### config.mk
export PLATFORM = sky130hd
export DESIGN_NAME = uuencode_line_encoder_with_sum_flat
export DESIGN_NICKNAME = d
export VERILOG_FILES = /design/src/hdl/uule_pkg.sv /design/src/hdl/uule_if.sv /design/src/hdl/uule_fifo.sv /design/src/hdl/uule_front.sv /design/src/hdl/uule_back.sv /design/src/hdl/uuencode_line_encoder_with_sum.sv /design/src/flat_wrapper.sv
export SDC_FILE = /design/constraint.sdc
export NUM_CORES = 1
export LEC_CHECK = 0
export ABC_AREA = 1
export BUFFER_PORTS_ARGS = -buffer_cell sky130_fd_sc_hd__buf_2
export CAP_MARGIN = 30
export CORE_ASPECT_RATIO = 1.75
export CORE_MARGIN = 1
export CORE_UTILIZATION = 55
export CTS_BUF_LIST = sky130_fd_sc_hd__clkbuf_8
export DETAILED_ROUTE_END_ITERATION = 8
export MAX_ROUTING_LAYER = met4
export PLACE_DENSITY = 0.71
export REMOVE_ABC_BUFFERS = 1
export SYNTH_ARGS = -nofsm -noshare
export SYNTH_HDL_FRONTEND = slang
export SYNTH_HIERARCHICAL = 1
export SYNTH_SLANG_ARGS = --single-unit
### constraint.sdc
create_clock -name clk_i -period 10.3 [get_ports clk_i]
set_clock_uncertainty 0.2 [all_clocks]
set_input_delay 2.06 -clock clk_i [delete_from_list [all_inputs] [get_ports clk_i]]
set_output_delay 2.06 -clock clk_i [all_outputs]
set_load 0.01 [all_outputs]
### src/hdl/uule_pkg.sv
package uule_pkg;

  localparam logic [7:0] CH_BIAS = 8'h20;
  localparam logic [7:0] CH_CR   = 8'h0d;
  localparam logic [7:0] CH_LF   = 8'h0a;

  // Bytes per encoded group, and the index of the last step of a group fetch.
  localparam int unsigned GROUP_BYTES   = 3;
  localparam logic [1:0]  FETCH_LAST    = 2'd3;

  typedef struct packed {
    logic blk_end;  // last byte of the block
    logic close;    // this byte completes a line
  } uule_tag_t;

  typedef enum logic [3:0] {
    ST_TAKE,
    ST_LEN,
    ST_FETCH,
    ST_C0,
    ST_C1,
    ST_C2,
    ST_C3,
    ST_CR,
    ST_LF
  } uule_state_e;

  function automatic logic [7:0] bias6(input logic [5:0] v);
    bias6 = CH_BIAS + {2'b00, v};
  endfunction

endpackage

### src/hdl/uule_if.sv
interface uule_in_if;
  logic       valid;
  logic       ready;
  logic [7:0] data_byte;
  logic       block_end;

  modport source (output valid, output data_byte, output block_end, input ready);
  modport sink   (input valid, input data_byte, input block_end, output ready);
endinterface

interface uule_out_if;
  logic        valid;
  logic        ready;
  logic [7:0]  out_char;
  logic        line_last;
  logic        block_done;
  logic [31:0] block_sum;

  modport source (output valid, output out_char, output line_last, output block_done,
                  output block_sum, input ready);
  modport sink   (input valid, input out_char, input line_last, input block_done,
                  input block_sum, output ready);
endinterface

### src/hdl/uule_fifo.sv
module uule_fifo #(
  parameter int unsigned WIDTH = 16
) (
  input  logic             clk_i,
  input  logic             rst_ni,
  input  logic             push_valid_i,
  output logic             push_ready_o,
  input  logic [WIDTH-1:0] push_data_i,
  output logic             pop_valid_o,
  input  logic             pop_ready_i,
  output logic [WIDTH-1:0] pop_data_o
);

  logic [WIDTH-1:0] mem_q [2];
  logic             wr_q, wr_d;
  logic             rd_q, rd_d;
  logic [1:0]       cnt_q, cnt_d;
  logic             push, pop;

  assign push_ready_o = (cnt_q != 2'd2);
  assign pop_valid_o  = (cnt_q != 2'd0);
  assign pop_data_o   = mem_q[rd_q];
  assign push         = push_valid_i && push_ready_o;
  assign pop          = pop_valid_o && pop_ready_i;

  always_comb begin
    wr_d  = push ? ~wr_q : wr_q;
    rd_d  = pop ? ~rd_q : rd_q;
    cnt_d = cnt_q + {1'b0, push} - {1'b0, pop};
  end

  always_ff @(posedge clk_i or negedge rst_ni) begin
    if (!rst_ni) begin
      wr_q  <= 1'b0;
      rd_q  <= 1'b0;
      cnt_q <= 2'd0;
    end else begin
      wr_q  <= wr_d;
      rd_q  <= rd_d;
      cnt_q <= cnt_d;
    end
  end

  always_ff @(posedge clk_i) begin
    if (push) begin
      mem_q[wr_q] <= push_data_i;
    end
  end

endmodule

### src/hdl/uule_front.sv
module uule_front
  import uule_pkg::*;
#(
  parameter int unsigned LINE_BYTES = 45,
  parameter int unsigned ADDR_W     = 6
) (
  input  logic              clk_i,
  input  logic              rst_ni,
  uule_in_if.sink           in_chan_i,
  output logic              push_valid_o,
  input  logic              push_ready_i,
  output logic [7:0]        push_data_o,
  output logic [ADDR_W-1:0] push_pos_o,
  output uule_tag_t         push_tag_o
);

  localparam logic [ADDR_W-1:0] LAST_POS = ADDR_W'(LINE_BYTES - 1);

  logic [ADDR_W-1:0] fill_q, fill_d;
  logic              accept;

  assign in_chan_i.ready    = push_ready_i;
  assign push_valid_o       = in_chan_i.valid;
  assign push_data_o        = in_chan_i.data_byte;
  assign push_pos_o         = fill_q;
  assign push_tag_o.blk_end = in_chan_i.block_end;
  assign push_tag_o.close   = (fill_q == LAST_POS) || in_chan_i.block_end;
  assign accept             = in_chan_i.valid && push_ready_i;

  always_comb begin
    fill_d = fill_q;
    if (accept) begin
      fill_d = push_tag_o.close ? '0 : fill_q + ADDR_W'(1);
    end
  end

  always_ff @(posedge clk_i or negedge rst_ni) begin
    if (!rst_ni) begin
      fill_q <= '0;
    end else begin
      fill_q <= fill_d;
    end
  end

endmodule

### src/hdl/uule_back.sv
module uule_back
  import uule_pkg::*;
#(
  parameter int unsigned LINE_BYTES = 45,
  parameter int unsigned ADDR_W     = 6,
  parameter int unsigned CNT_W      = 6
) (
  input  logic              clk_i,
  input  logic              rst_ni,
  input  logic              item_valid_i,
  output logic              item_ready_o,
  input  logic [7:0]        item_data_i,
  input  logic [ADDR_W-1:0] item_pos_i,
  input  uule_tag_t         item_tag_i,
  uule_out_if.source        out_chan_o
);

  uule_state_e state_q, state_d;

  logic [7:0]       store_q [LINE_BYTES];
  logic [7:0]       rd_data_q;
  logic             rd_ok_q;
  logic [7:0]       a0_q, a1_q, a2_q;

  logic [CNT_W-1:0] count_q, count_d;
  logic [CNT_W-1:0] base_q, base_d;
  logic             end_q, end_d;
  logic [1:0]       k_q, k_d;
  logic [31:0]      sum_q, sum_d;

  logic             ov_q, ov_d;
  logic [7:0]       oc_q, oc_d;
  logic             ol_q, ol_d;
  logic             od_q, od_d;
  logic [31:0]      os_q, os_d;

  logic             take, ld, rd_en, cap, addr_ok;
  logic [CNT_W:0]   addr_w, next_base_w;

  assign out_chan_o.valid      = ov_q;
  assign out_chan_o.out_char   = oc_q;
  assign out_chan_o.line_last  = ol_q;
  assign out_chan_o.block_done = od_q;
  assign out_chan_o.block_sum  = os_q;

  assign ld          = !ov_q || out_chan_o.ready;
  assign take        = (state_q == ST_TAKE) && item_valid_i;
  assign addr_w      = (CNT_W + 1)'(base_q) + (CNT_W + 1)'(k_q);
  assign addr_ok     = addr_w < {1'b0, count_q};
  assign next_base_w = (CNT_W + 1)'(base_q) + (CNT_W + 1)'(GROUP_BYTES);
  // A group is read as three reads; bytes past the line count come back as zero.
  assign rd_en       = (state_q == ST_FETCH) && (k_q != FETCH_LAST) && addr_ok;
  assign cap         = (state_q == ST_FETCH) && (k_q != 2'd0);

  always_comb begin
    state_d      = state_q;
    count_d      = count_q;
    base_d       = base_q;
    end_d        = end_q;
    k_d          = k_q;
    sum_d        = sum_q;
    item_ready_o = 1'b0;
    ov_d         = ov_q && !out_chan_o.ready;
    oc_d         = oc_q;
    ol_d         = ol_q;
    od_d         = od_q;
    os_d         = os_q;

    case (state_q)
      ST_TAKE: begin
        item_ready_o = 1'b1;
        if (item_valid_i) begin
          sum_d = sum_q + {24'd0, item_data_i};
          if (item_tag_i.close) begin
            count_d = CNT_W'(item_pos_i) + CNT_W'(1);
            end_d   = item_tag_i.blk_end;
            base_d  = '0;
            state_d = ST_LEN;
          end
        end
      end
      ST_LEN: begin
        if (ld) begin
          ov_d    = 1'b1;
          oc_d    = CH_BIAS + 8'(count_q);
          ol_d    = 1'b0;
          od_d    = 1'b0;
          os_d    = '0;
          k_d     = '0;
          state_d = ST_FETCH;
        end
      end
      ST_FETCH: begin
        k_d = k_q + 2'd1;
        if (k_q == FETCH_LAST) begin
          k_d     = '0;
          state_d = ST_C0;
        end
      end
      ST_C0: begin
        if (ld) begin
          ov_d    = 1'b1;
          oc_d    = bias6(a0_q[7:2]);
          state_d = ST_C1;
        end
      end
      ST_C1: begin
        if (ld) begin
          ov_d    = 1'b1;
          oc_d    = bias6({a0_q[1:0], a1_q[7:4]});
          state_d = ST_C2;
        end
      end
      ST_C2: begin
        if (ld) begin
          ov_d    = 1'b1;
          oc_d    = bias6({a1_q[3:0], a2_q[7:6]});
          state_d = ST_C3;
        end
      end
      ST_C3: begin
        if (ld) begin
          ov_d    = 1'b1;
          oc_d    = bias6(a2_q[5:0]);
          base_d  = next_base_w[CNT_W-1:0];
          state_d = (next_base_w >= {1'b0, count_q}) ? ST_CR : ST_FETCH;
        end
      end
      ST_CR: begin
        if (ld) begin
          ov_d    = 1'b1;
          oc_d    = CH_CR;
          state_d = ST_LF;
        end
      end
      ST_LF: begin
        if (ld) begin
          ov_d    = 1'b1;
          oc_d    = CH_LF;
          ol_d    = 1'b1;
          od_d    = end_q;
          os_d    = end_q ? sum_q : '0;
          if (end_q) begin
            sum_d = '0;
          end
          state_d = ST_TAKE;
        end
      end
      default: begin
        state_d = ST_TAKE;
      end
    endcase
  end

  always_ff @(posedge clk_i or negedge rst_ni) begin
    if (!rst_ni) begin
      state_q <= ST_TAKE;
      count_q <= '0;
      base_q  <= '0;
      end_q   <= 1'b0;
      k_q     <= '0;
      sum_q   <= '0;
      ov_q    <= 1'b0;
      rd_ok_q <= 1'b0;
    end else begin
      state_q <= state_d;
      count_q <= count_d;
      base_q  <= base_d;
      end_q   <= end_d;
      k_q     <= k_d;
      sum_q   <= sum_d;
      ov_q    <= ov_d;
      rd_ok_q <= rd_en;
    end
  end

  always_ff @(posedge clk_i) begin
    oc_q <= oc_d;
    ol_q <= ol_d;
    od_q <= od_d;
    os_q <= os_d;
  end

  // Line memory: one write port for incoming bytes, one registered read port.
  always_ff @(posedge clk_i) begin
    if (take) begin
      store_q[item_pos_i] <= item_data_i;
    end
    if (rd_en) begin
      rd_data_q <= store_q[addr_w[ADDR_W-1:0]];
    end
  end

  always_ff @(posedge clk_i) begin
    if (cap) begin
      case (k_q)
        2'd1:    a0_q <= rd_ok_q ? rd_data_q : 8'd0;
        2'd2:    a1_q <= rd_ok_q ? rd_data_q : 8'd0;
        default: a2_q <= rd_ok_q ? rd_data_q : 8'd0;
      endcase
    end
  end

endmodule

### src/hdl/uuencode_line_encoder_with_sum.sv
// Encodes a stream of raw bytes into uuencoded lines of up to LINE_BYTES bytes.
// Each line comes out as a length character, four characters for every group
// of three bytes (missing bytes of the last group count as zero), then CR and
// LF; line_last marks the LF, and block_done with the wrapping 32-bit byte sum
// marks the LF of the line closed by the byte flagged block_end. Bytes enter a
// two-entry queue at up to one per cycle and, while no line is being emitted, are
// written into the line memory one per cycle. A closed line is then emitted from
// that memory as the length character, then for each group a fetch of its three
// bytes and its four characters, and then CR and LF; the receiver can hold any
// character off. Input is stalled while a line is being emitted once the queue
// is full.
module uuencode_line_encoder_with_sum
  import uule_pkg::*;
#(
  parameter int unsigned LINE_BYTES = 45
) (
  input  logic       clk_i,
  input  logic       rst_ni,
  uule_in_if.sink    in_chan_i,
  uule_out_if.source out_chan_o
);

  localparam int unsigned ADDR_W = $clog2(LINE_BYTES);
  localparam int unsigned CNT_W  = $clog2(LINE_BYTES + 1);
  localparam int unsigned Q_W    = 8 + ADDR_W + $bits(uule_tag_t);

  logic              push_valid, push_ready;
  logic [7:0]        push_data;
  logic [ADDR_W-1:0] push_pos;
  uule_tag_t         push_tag;

  logic              pop_valid, pop_ready;
  logic [Q_W-1:0]    pop_data;
  logic [7:0]        item_data;
  logic [ADDR_W-1:0] item_pos;
  uule_tag_t         item_tag;

  uule_front #(
    .LINE_BYTES (LINE_BYTES),
    .ADDR_W     (ADDR_W)
  ) u_front (
    .clk_i        (clk_i),
    .rst_ni       (rst_ni),
    .in_chan_i    (in_chan_i),
    .push_valid_o (push_valid),
    .push_ready_i (push_ready),
    .push_data_o  (push_data),
    .push_pos_o   (push_pos),
    .push_tag_o   (push_tag)
  );

  uule_fifo #(
    .WIDTH (Q_W)
  ) u_fifo (
    .clk_i        (clk_i),
    .rst_ni       (rst_ni),
    .push_valid_i (push_valid),
    .push_ready_o (push_ready),
    .push_data_i  ({push_data, push_pos, push_tag}),
    .pop_valid_o  (pop_valid),
    .pop_ready_i  (pop_ready),
    .pop_data_o   (pop_data)
  );

  assign {item_data, item_pos, item_tag} = pop_data;

  uule_back #(
    .LINE_BYTES (LINE_BYTES),
    .ADDR_W     (ADDR_W),
    .CNT_W      (CNT_W)
  ) u_back (
    .clk_i        (clk_i),
    .rst_ni       (rst_ni),
    .item_valid_i (pop_valid),
    .item_ready_o (pop_ready),
    .item_data_i  (item_data),
    .item_pos_i   (item_pos),
    .item_tag_i   (item_tag),
    .out_chan_o   (out_chan_o)
  );

endmodule

### src/flat_wrapper.sv
// flat-port wrapper written by rule: the top's interface ports become plain ports
module uuencode_line_encoder_with_sum_flat import uule_pkg::*;
#(
  parameter int unsigned LINE_BYTES = 45
)
  (clk_i, rst_ni, in_chan_i_valid, in_chan_i_data_byte, in_chan_i_block_end, in_chan_i_ready, out_chan_o_valid, out_chan_o_out_char, out_chan_o_line_last, out_chan_o_block_done, out_chan_o_block_sum, out_chan_o_ready);
  uule_in_if in_chan_i_i ();
  uule_out_if out_chan_o_i ();
  input  logic clk_i;
  input  logic rst_ni;
  input wire logic [$bits(in_chan_i_i.valid)-1:0] in_chan_i_valid;
  input wire logic [$bits(in_chan_i_i.data_byte)-1:0] in_chan_i_data_byte;
  input wire logic [$bits(in_chan_i_i.block_end)-1:0] in_chan_i_block_end;
  output wire logic [$bits(in_chan_i_i.ready)-1:0] in_chan_i_ready;
  output wire logic [$bits(out_chan_o_i.valid)-1:0] out_chan_o_valid;
  output wire logic [$bits(out_chan_o_i.out_char)-1:0] out_chan_o_out_char;
  output wire logic [$bits(out_chan_o_i.line_last)-1:0] out_chan_o_line_last;
  output wire logic [$bits(out_chan_o_i.block_done)-1:0] out_chan_o_block_done;
  output wire logic [$bits(out_chan_o_i.block_sum)-1:0] out_chan_o_block_sum;
  input wire logic [$bits(out_chan_o_i.ready)-1:0] out_chan_o_ready;
  assign in_chan_i_i.valid = in_chan_i_valid;
  assign in_chan_i_i.data_byte = in_chan_i_data_byte;
  assign in_chan_i_i.block_end = in_chan_i_block_end;
  assign in_chan_i_ready = in_chan_i_i.ready;
  assign out_chan_o_valid = out_chan_o_i.valid;
  assign out_chan_o_out_char = out_chan_o_i.out_char;
  assign out_chan_o_line_last = out_chan_o_i.line_last;
  assign out_chan_o_block_done = out_chan_o_i.block_done;
  assign out_chan_o_block_sum = out_chan_o_i.block_sum;
  assign out_chan_o_i.ready = out_chan_o_ready;
  uuencode_line_encoder_with_sum #(.LINE_BYTES(LINE_BYTES)) u_core (.clk_i(clk_i), .rst_ni(rst_ni), .in_chan_i(in_chan_i_i), .out_chan_o(out_chan_o_i));
endmodule
**Yosys cells after proc, flatten, opt, wreduce, memory -nomap -nowiden**

Memory sizes are Yosys's and may differ from the RTL's. A register that Yosys moved wholly into a read port is not among the register bits.
Index checks and enable logic that the tools add are counted.

- Bits in registers: 129
- RAM bits: 392
- Output and inout bits: 44
- Memories kept: 2

Memory list:

| name | words | bits a word | read ports | clocked after Yosys merged registers in | write ports | RTL line | text |
|---|---|---|---|---|---|---|---|
| u_core.u_back.store_q | 45 | 8 | 1 | 1 | 1 | uule_back.sv:20 | `logic [7:0] store_q [LINE_BYTES];` |
| u_core.u_fifo.mem_q | 2 | 16 | 1 | 0 | 1 | uule_fifo.sv:14 | `logic [WIDTH-1:0] mem_q [2];` |

- Add/sub/neg operators: 13
- Order comparisons: 2
- Equality and inequality tests: 25
- Muxes and demuxes: 49
- Bitwise logic cells: 3
- Reductions and logical operators: 31

Operator list:

| cell | number |
|---|---|
| $mux 32 | 6 |
| $pmux 32 s2 | 2 |
| $mux 8 | 8 |
| $pmux 8 s7 | 1 |
| $mux 4 | 10 |
| $pmux 4 s9 | 1 |
| $add 6x6->7 const A | 5 |
| $add 32x8->32 | 1 |
| $mux 6 | 4 |
| $ne 2x2->1 const B | 11 |
| $eq 4x3->1 const B | 4 |
| $add 6x1->6 const B | 2 |
| $pmux 6 s2 | 1 |
| $reduce_bool 2->1 | 6 |
| $mux 1 | 10 |
| $reduce_and 10->1 | 1 |
| $eq 4x2->1 const B | 2 |
| $reduce_and 2->1 | 4 |
| $reduce_and 4->1 | 2 |
| $reduce_and 8->1 | 1 |
| $add 6x2->7 | 1 |
| $add 6x2->7 const B | 1 |
| $ge 7x6->1 | 1 |
| $logic_and 1x1->1 | 7 |
| other kinds (22) | 31 |

**Longest topological paths before layout**

- Word-level depth: 5
- Depth in mapped cells: 18
- Depth with buffers taken out: 16

**Cells and area by module**

Netlist, hierarchy kept.

Modules (own cells, without submodules):

| module | times used | cells each | area each (um^2) |
|---|---|---|---|
| uule_back | 1 | 2082 | 21597.0 |
| uule_fifo | 1 | 115 | 1427.6 |
| uule_front | 1 | 62 | 460.4 |

**Least setup slack after synthesis**

Ideal clock, no wire load.

- Path type: input to register
- Start: input out_chan_o_ready
- End: register u_core.u_back.od_q, in the netlist u_core/u_back/out_chan_o.block_done, enable pin
- Setup time: 0.472 ns
- Data arrival time: 4.577 ns
- Required time: 9.628 ns
- Slack: 5.050 ns
- Stages on the path: 2
- Buffers on the path: 0
- Cell sequence: nor2_1 > o21ai_0

- Longest elaborated chain between the ends: 3
- Elaborated cells on any way between the ends: 4
- Those cells by class: 2 x eq/ne; 2 x reduce/logical

Ends and longest elaborated chain:

| what | RTL line | text |
|---|---|---|
| start, declared | flat_wrapper.sv:20 | `input wire logic [$bits(out_chan_o_i.ready)-1:0] out_chan_o_ready;` |
| $logic_or 1x1->1 * | uule_back.sv:46 | `assign ld = !ov_q \|\| out_chan_o.ready;` |
| $ne 2x2->1 (no source line) | -- |  |
| $reduce_and 3->1 (no source line) * | -- |  |
| end signal, assigned | uule_back.sv:180 | `od_q <= od_d;` |
| end, declared | uule_back.sv:34 | `logic od_q, od_d;` |

Mark *: on every way between the ends. The rest lies on a longest branch, timed or not.
A chain may end at the register's enable or synchronous reset.

**Final worst setup path**

- Start: register u_core.u_back.k_q[1]
- End: register u_core.u_back.rd_data_q[2], read port of u_core.u_back.store_q, enable pin

- Longest elaborated chain between the ends: 3
- Elaborated cells on any way between the ends: 5
- Those cells by class: 1 x add/sub; 1 x order compare; 1 x eq/ne; 2 x reduce/logical

Ends and longest elaborated chain:

| what | RTL line | text |
|---|---|---|
| start, declared | uule_back.sv:28 | `logic [1:0] k_q, k_d;` |
| start signal, assigned | uule_back.sv:170 | `k_q <= k_d;` |
| $add 6x2->7 or $ne 2x2->1 (tied branches) | uule_back.sv:48, uule_back.sv:52 |  |
| $lt 7x6->1 or $logic_and 1x1->1 (tied branches) | uule_back.sv:49, uule_back.sv:52 |  |
| $logic_and 1x1->1 * | uule_back.sv:52 | `assign rd_en = (state_q == ST_FETCH) && (k_q != FETCH_LAST) && addr_ok;` |
| net u_core.u_back.rd_en | uule_back.sv:37 | `logic take, ld, rd_en, cap, addr_ok;` |
| end, declared | uule_back.sv:21 | `logic [7:0] rd_data_q;` |

The timed path passes the listed nets; every way through them passes the cells marked *.

==> flow_summary.rst <==
.. list-table::
   :header-rows: 1

   * - Metric
     - Value
   * - Number of buffers created by CTS
     - between 70 and 80
   * - Pin count of the biggest net entering global routing
     - 100
   * - Cell internal power dissipation
     - about 4.5 mW
   * - Final Hold Violating Endpoints
     - 0
   * - Share of power burned in registers
     - 0.383
   * - Average detailed-routed wire length per instance
     - between 20 and 25 um
   * - Category of the critical setup timing path
     - reg2reg
   * - Wirelength, routed
     - around 60000 um
   * - Arr. time, crit path
     - ~4.2 ns
   * - Highest achievable clock rate
     - approximately 0.24 GHz
   * - Cell family contributing the most delay on the critical path
     - buffers and inverters
   * - Run status
     - completed
   * - Sw power
     - between 3 and 4 mW
   * - Clock share of power
     - 0.209
   * - Cell area power density
     - around 300 nW/um2
   * - Via-to-Cell Ratio
     - 5.53
   * - Netlist cell types
     - 52
   * - Clk sinks
     - 528
   * - Combined global-route utilization of all metal layers
     - 0.287
   * - Antenna violations before repair
     - 1
   * - Count of maximum capacitance violations
     - 0
   * - Kind of end point of the critical path
     - register
   * - Die Y-Extent
     - roughly 280 um
   * - Mean area per synthesized cell
     - between 10 and 15 um2
   * - Syn Inst Count
     - approximately 2300
   * - Max-slew violation count
     - 0
   * - Share of total power consumed by net switching
     - 0.419
   * - Remaining design rule violation count
     - 0
   * - Area of the core region
     - around 42000 um2
   * - Final global-route overflow total
     - 0
   * - Maximum fanout along the worst path
     - 33
   * - Proportion of layout cells with a drive suffix above 1
     - 0.102
   * - Non-filler instance count after layout
     - a little under 3000
   * - First-pass GRT wire length
     - ~90000 um
   * - H-tree Lvls
     - 3
   * - Number of instances in the placed design
     - approximately 2800
   * - Number of nets still failing antenna checks after routing
     - 0
   * - Critical path buffer and inverter count
     - 2
   * - Clock latency on the worst-skew pair
     - approximately 0.65 ns
   * - Final setup viols
     - 0
   * - Largest incremental delay on the critical path
     - roughly 0.80 ns
   * - Unrepaired setup endpoints after global routing
     - false
   * - Relative contribution of combinational cells to total power
     - 0.408
   * - Setup crit start kind
     - register
   * - Headroom to the max-slew limit
     - 0.308
   * - Total iterations of the first detailed-routing run
     - 7
   * - Max IR drop VDD
     - between 0.00015 and 0.0002 V
   * - Floorplan die width
     - roughly 160 um
   * - Pleak
     - roughly 11 nW
   * - Half-perimeter wire length of the detailed placement result
     - 38400 um
   * - TritonCTS clock tree
     - yes
   * - IO Count
     - 57
   * - CTS root buf
     - clkbuf_8
   * - Weighted congestion reported at the end of routability-driven placement
     - 0.954
   * - Count of routing violations after the opening detailed-route iteration
     - around 1400
   * - Cell area after synthesis
     - 23500 um2
   * - Growth of design area from synthesis to finish
     - 9.30%
   * - Post-synthesis sequential area ratio
     - 0.662
   * - Worst-path cell chain
     - ha_1 -> nand2_1 -> nand2_1 -> nand3_1 -> nand2_1 -> buf_4 -> clkinv_1 -> ha_1 -> nand3_1 -> nand3b_1 -> a21oi_1
   * - Class of the worst hold path
     - reg2reg
   * - Clock input transition at the sequential cells of the worst setup and hold paths
     - about 0.06 ns
   * - Total number of yosys warnings
     - 6
   * - Slew of the pin with the lowest slew margin
     - 1.04 ns
   * - Accumulated negative setup slack
     - 0 ns
   * - Data required time of the worst path
     - 10.36 ns
   * - Shortest period the worst path allows
     - between 4 and 5 ns
   * - FF+latch count, synth
     - roughly 530
   * - Total of fill cells in the finished design
     - 3447
   * - Tcrit/Tclk final
     - 0.401
   * - Count of vias placed by the detailed router
     - approximately 16000
   * - # nets final
     - around 2400
   * - Total Die Area
     - ~44000 um2
   * - Count of buffers inserted at the top-level ports
     - 55
   * - Resized Gates After CTS
     - 0
   * - Row Count
     - between 90 and 100
   * - Slowest cell on crit path
     - a21oi_1
   * - Vias in the first global route
     - 16200
   * - Number of buffers added for setup after CTS
     - 0
   * - Clock Tree Buf Depth
     - 3
   * - Cell occurring most often along the worst timing path
     - nand2_1
   * - Number of hold buffers added after CTS
     - 0
   * - Starting density of the core
     - 0.561
-- path summary, 6_finish.rpt --
| kind | startpoint | to | slack (ns) | cells past startpoint |
|---|---|---|---|---|
| worst max-delay path | u_core/u_back/k_q[1]$_DFFE_PN0P_ | u_core/u_back/rd_data_q[2]$_DFFE_PP_ | 6.17 | 11 |
| worst min-delay path | u_core/u_fifo/wr_q$_DFFE_PN0N_ | u_core/u_fifo/wr_q$_DFFE_PN0N_ | 0.28 | 2 |
| worst max register to register | u_core/u_back/k_q[1]$_DFFE_PN0P_ | u_core/u_back/rd_data_q[2]$_DFFE_PP_ | 6.17 | 11 |
| worst min register to register | u_core/u_fifo/wr_q$_DFFE_PN0N_ | u_core/u_fifo/wr_q$_DFFE_PN0N_ | 0.28 | 2 |
| max in group asynchronous | rst_ni | u_core/u_back/k_q[1]$_DFFE_PN0P_ | 7.87 | 2 |
| min in group asynchronous | rst_ni | u_core/u_back/sum_q[10]$_DFFE_PN0P_ | 1.39 | 2 |
-- state kept, by name, summed over array words and instances (netlist names), 4 cells and up --
register                            flops
u_core/u_front/push_pos_o               6
u_core/u_back/a2_q                      8
u_core/u_back/rd_data_q                 8
u_core/u_fifo/mem_q                    32
u_core/u_back/sum_q                    32
u_core/u_back/a1_q                      8
u_core/u_back/a0_q                      8
u_core/u_back/state_q                   4
u_core/u_back/out_chan_o.out_char       7
u_core/u_back/out_chan_o.block_sum     32
u_core/u_back/count_q                   6
u_core/u_back/base_q                    6
u_core/u_back/store_q                 360
-- layout by cell type, fill, tap and decap left out, types with 13 or more instances in the layout --
| master | Yosys | routed |
|---|---|---|
| nand2_1 | 561 | 553 |
| nor2_1 | 322 | 322 |
| nand3_1 | 224 | 224 |
| o211ai_1 | 17 | 17 |
| a21oi_1 | 18 | 18 |
| buf_2 | 34 | 55 |
| edfxtp_1 | 465 | 465 |
| o22ai_1 | 16 | 16 |
| ha_1 | 31 | 30 |
| dfrtp_1 | 63 | 63 |
| nand4_1 | 13 | 13 |
| nand2_2 | 10 | 18 |
| o21ai_0 | 113 | 112 |
| inv_1 | 211 | 230 |
| clkbuf_8 | 1 | 78 |
| buf_4 | 18 | 19 |
| clkinv_1 | 3 | 25 |
-- power groups by stage --
stage | sequential [mW] | clock (mW) | combinational (mW)
finish | 2.98 | 1.63 | 3.18
floorplan | 3.02 | 0 | 2.04
detailed placement | 3.02 | 0 | 3.14
global route | 3.01 | 1.74 | 3.51
global placement | 3.02 | 0 | 3.08
CTS | 2.98 | 1.66 | 3.15
-- Yosys cell counts, drive strengths merged --
cell type  count  area (um2)
o211ai        17         128
dfrtp         63        1580
and2           1        6.26
ha            31         388
conb           1        3.75
nand2        574        2200
edfxtp       465       14000
a22o           1        8.76
inv          219         837
nand4         14        93.8
a221oi         1        8.76
or2            5        31.3
nor3          11        70.1
nand3b         4        30.0
o21ai        120         601
clkbuf        39         156
xnor2          5        43.8
a22oi          1        7.51
xor2          11         111
a21oi         20         108
nand3        228        1160
a31oi          2        12.5
buf           60         378
a21boi         3        26.3
fa             2        40.0
o21bai         1        7.51
clkinv         4        20.0
nor2         337        1340
o31ai          2        15.0
o22ai         16         100
o2bb2ai        1        8.76
-- stage by stage --
step	hold slack (ns)	cell area (um2)	util	setup WS (ns)	power, mW
2_1_floorplan	0.242	23000	-	3.80	5.06
3_3_place_gp	0.254	24100	0.577	6.16	6.09
3_5_place_dp	0.268	24100	0.577	6.15	6.17
4_1_cts	0.283	25600	0.612	6.16	7.79
5_1_grt	0.313	25700	0.613	5.90	8.26
6_report	0.281	25700	0.613	6.17	7.79
-- kinds of logic after synthesis --
family / count (synthesis) / synth area share
AO/OA/AOI/OAI: 185 / 0.0439
XOR/XNOR: 16 / 0.00661
adder cells (fa/ha/maj): 33 / 0.0182
buffers and inverters: 322 / 0.0592
flip-flops: 528 / 0.662
other: 1 / 0.000160
AND/OR/NAND/NOR: 1174 / 0.210
-- layer usage --
layer  part of all wire  track usage
met1               0.35        0.294
met2               0.52        0.488
met3              0.052       0.0436
met4              0.078        0.225
met5                  0            -
-- final cells by class --
cell class	instances	area (um2)	share of cell area
Clock inverter	60	405	0.0158
Multi-Input combinational cell	1409	6630	0.258
Timing Repair Buffer	76	465	0.0181
Inverter	223	860	0.0335
Clock buffer	78	1070	0.0418
Sequential cell	528	15500	0.605
Tap cell	555	694	0.0271
Antenna cell	2	5.00	0.000195
-- worst min-delay path, cell delays in order (launching register included) --
cell     delay (ns)
dfrtp_1        0.35
nand2_1        0.06
nand2_1        0.05
Note: power is estimated with default switching activity, not from simulation.
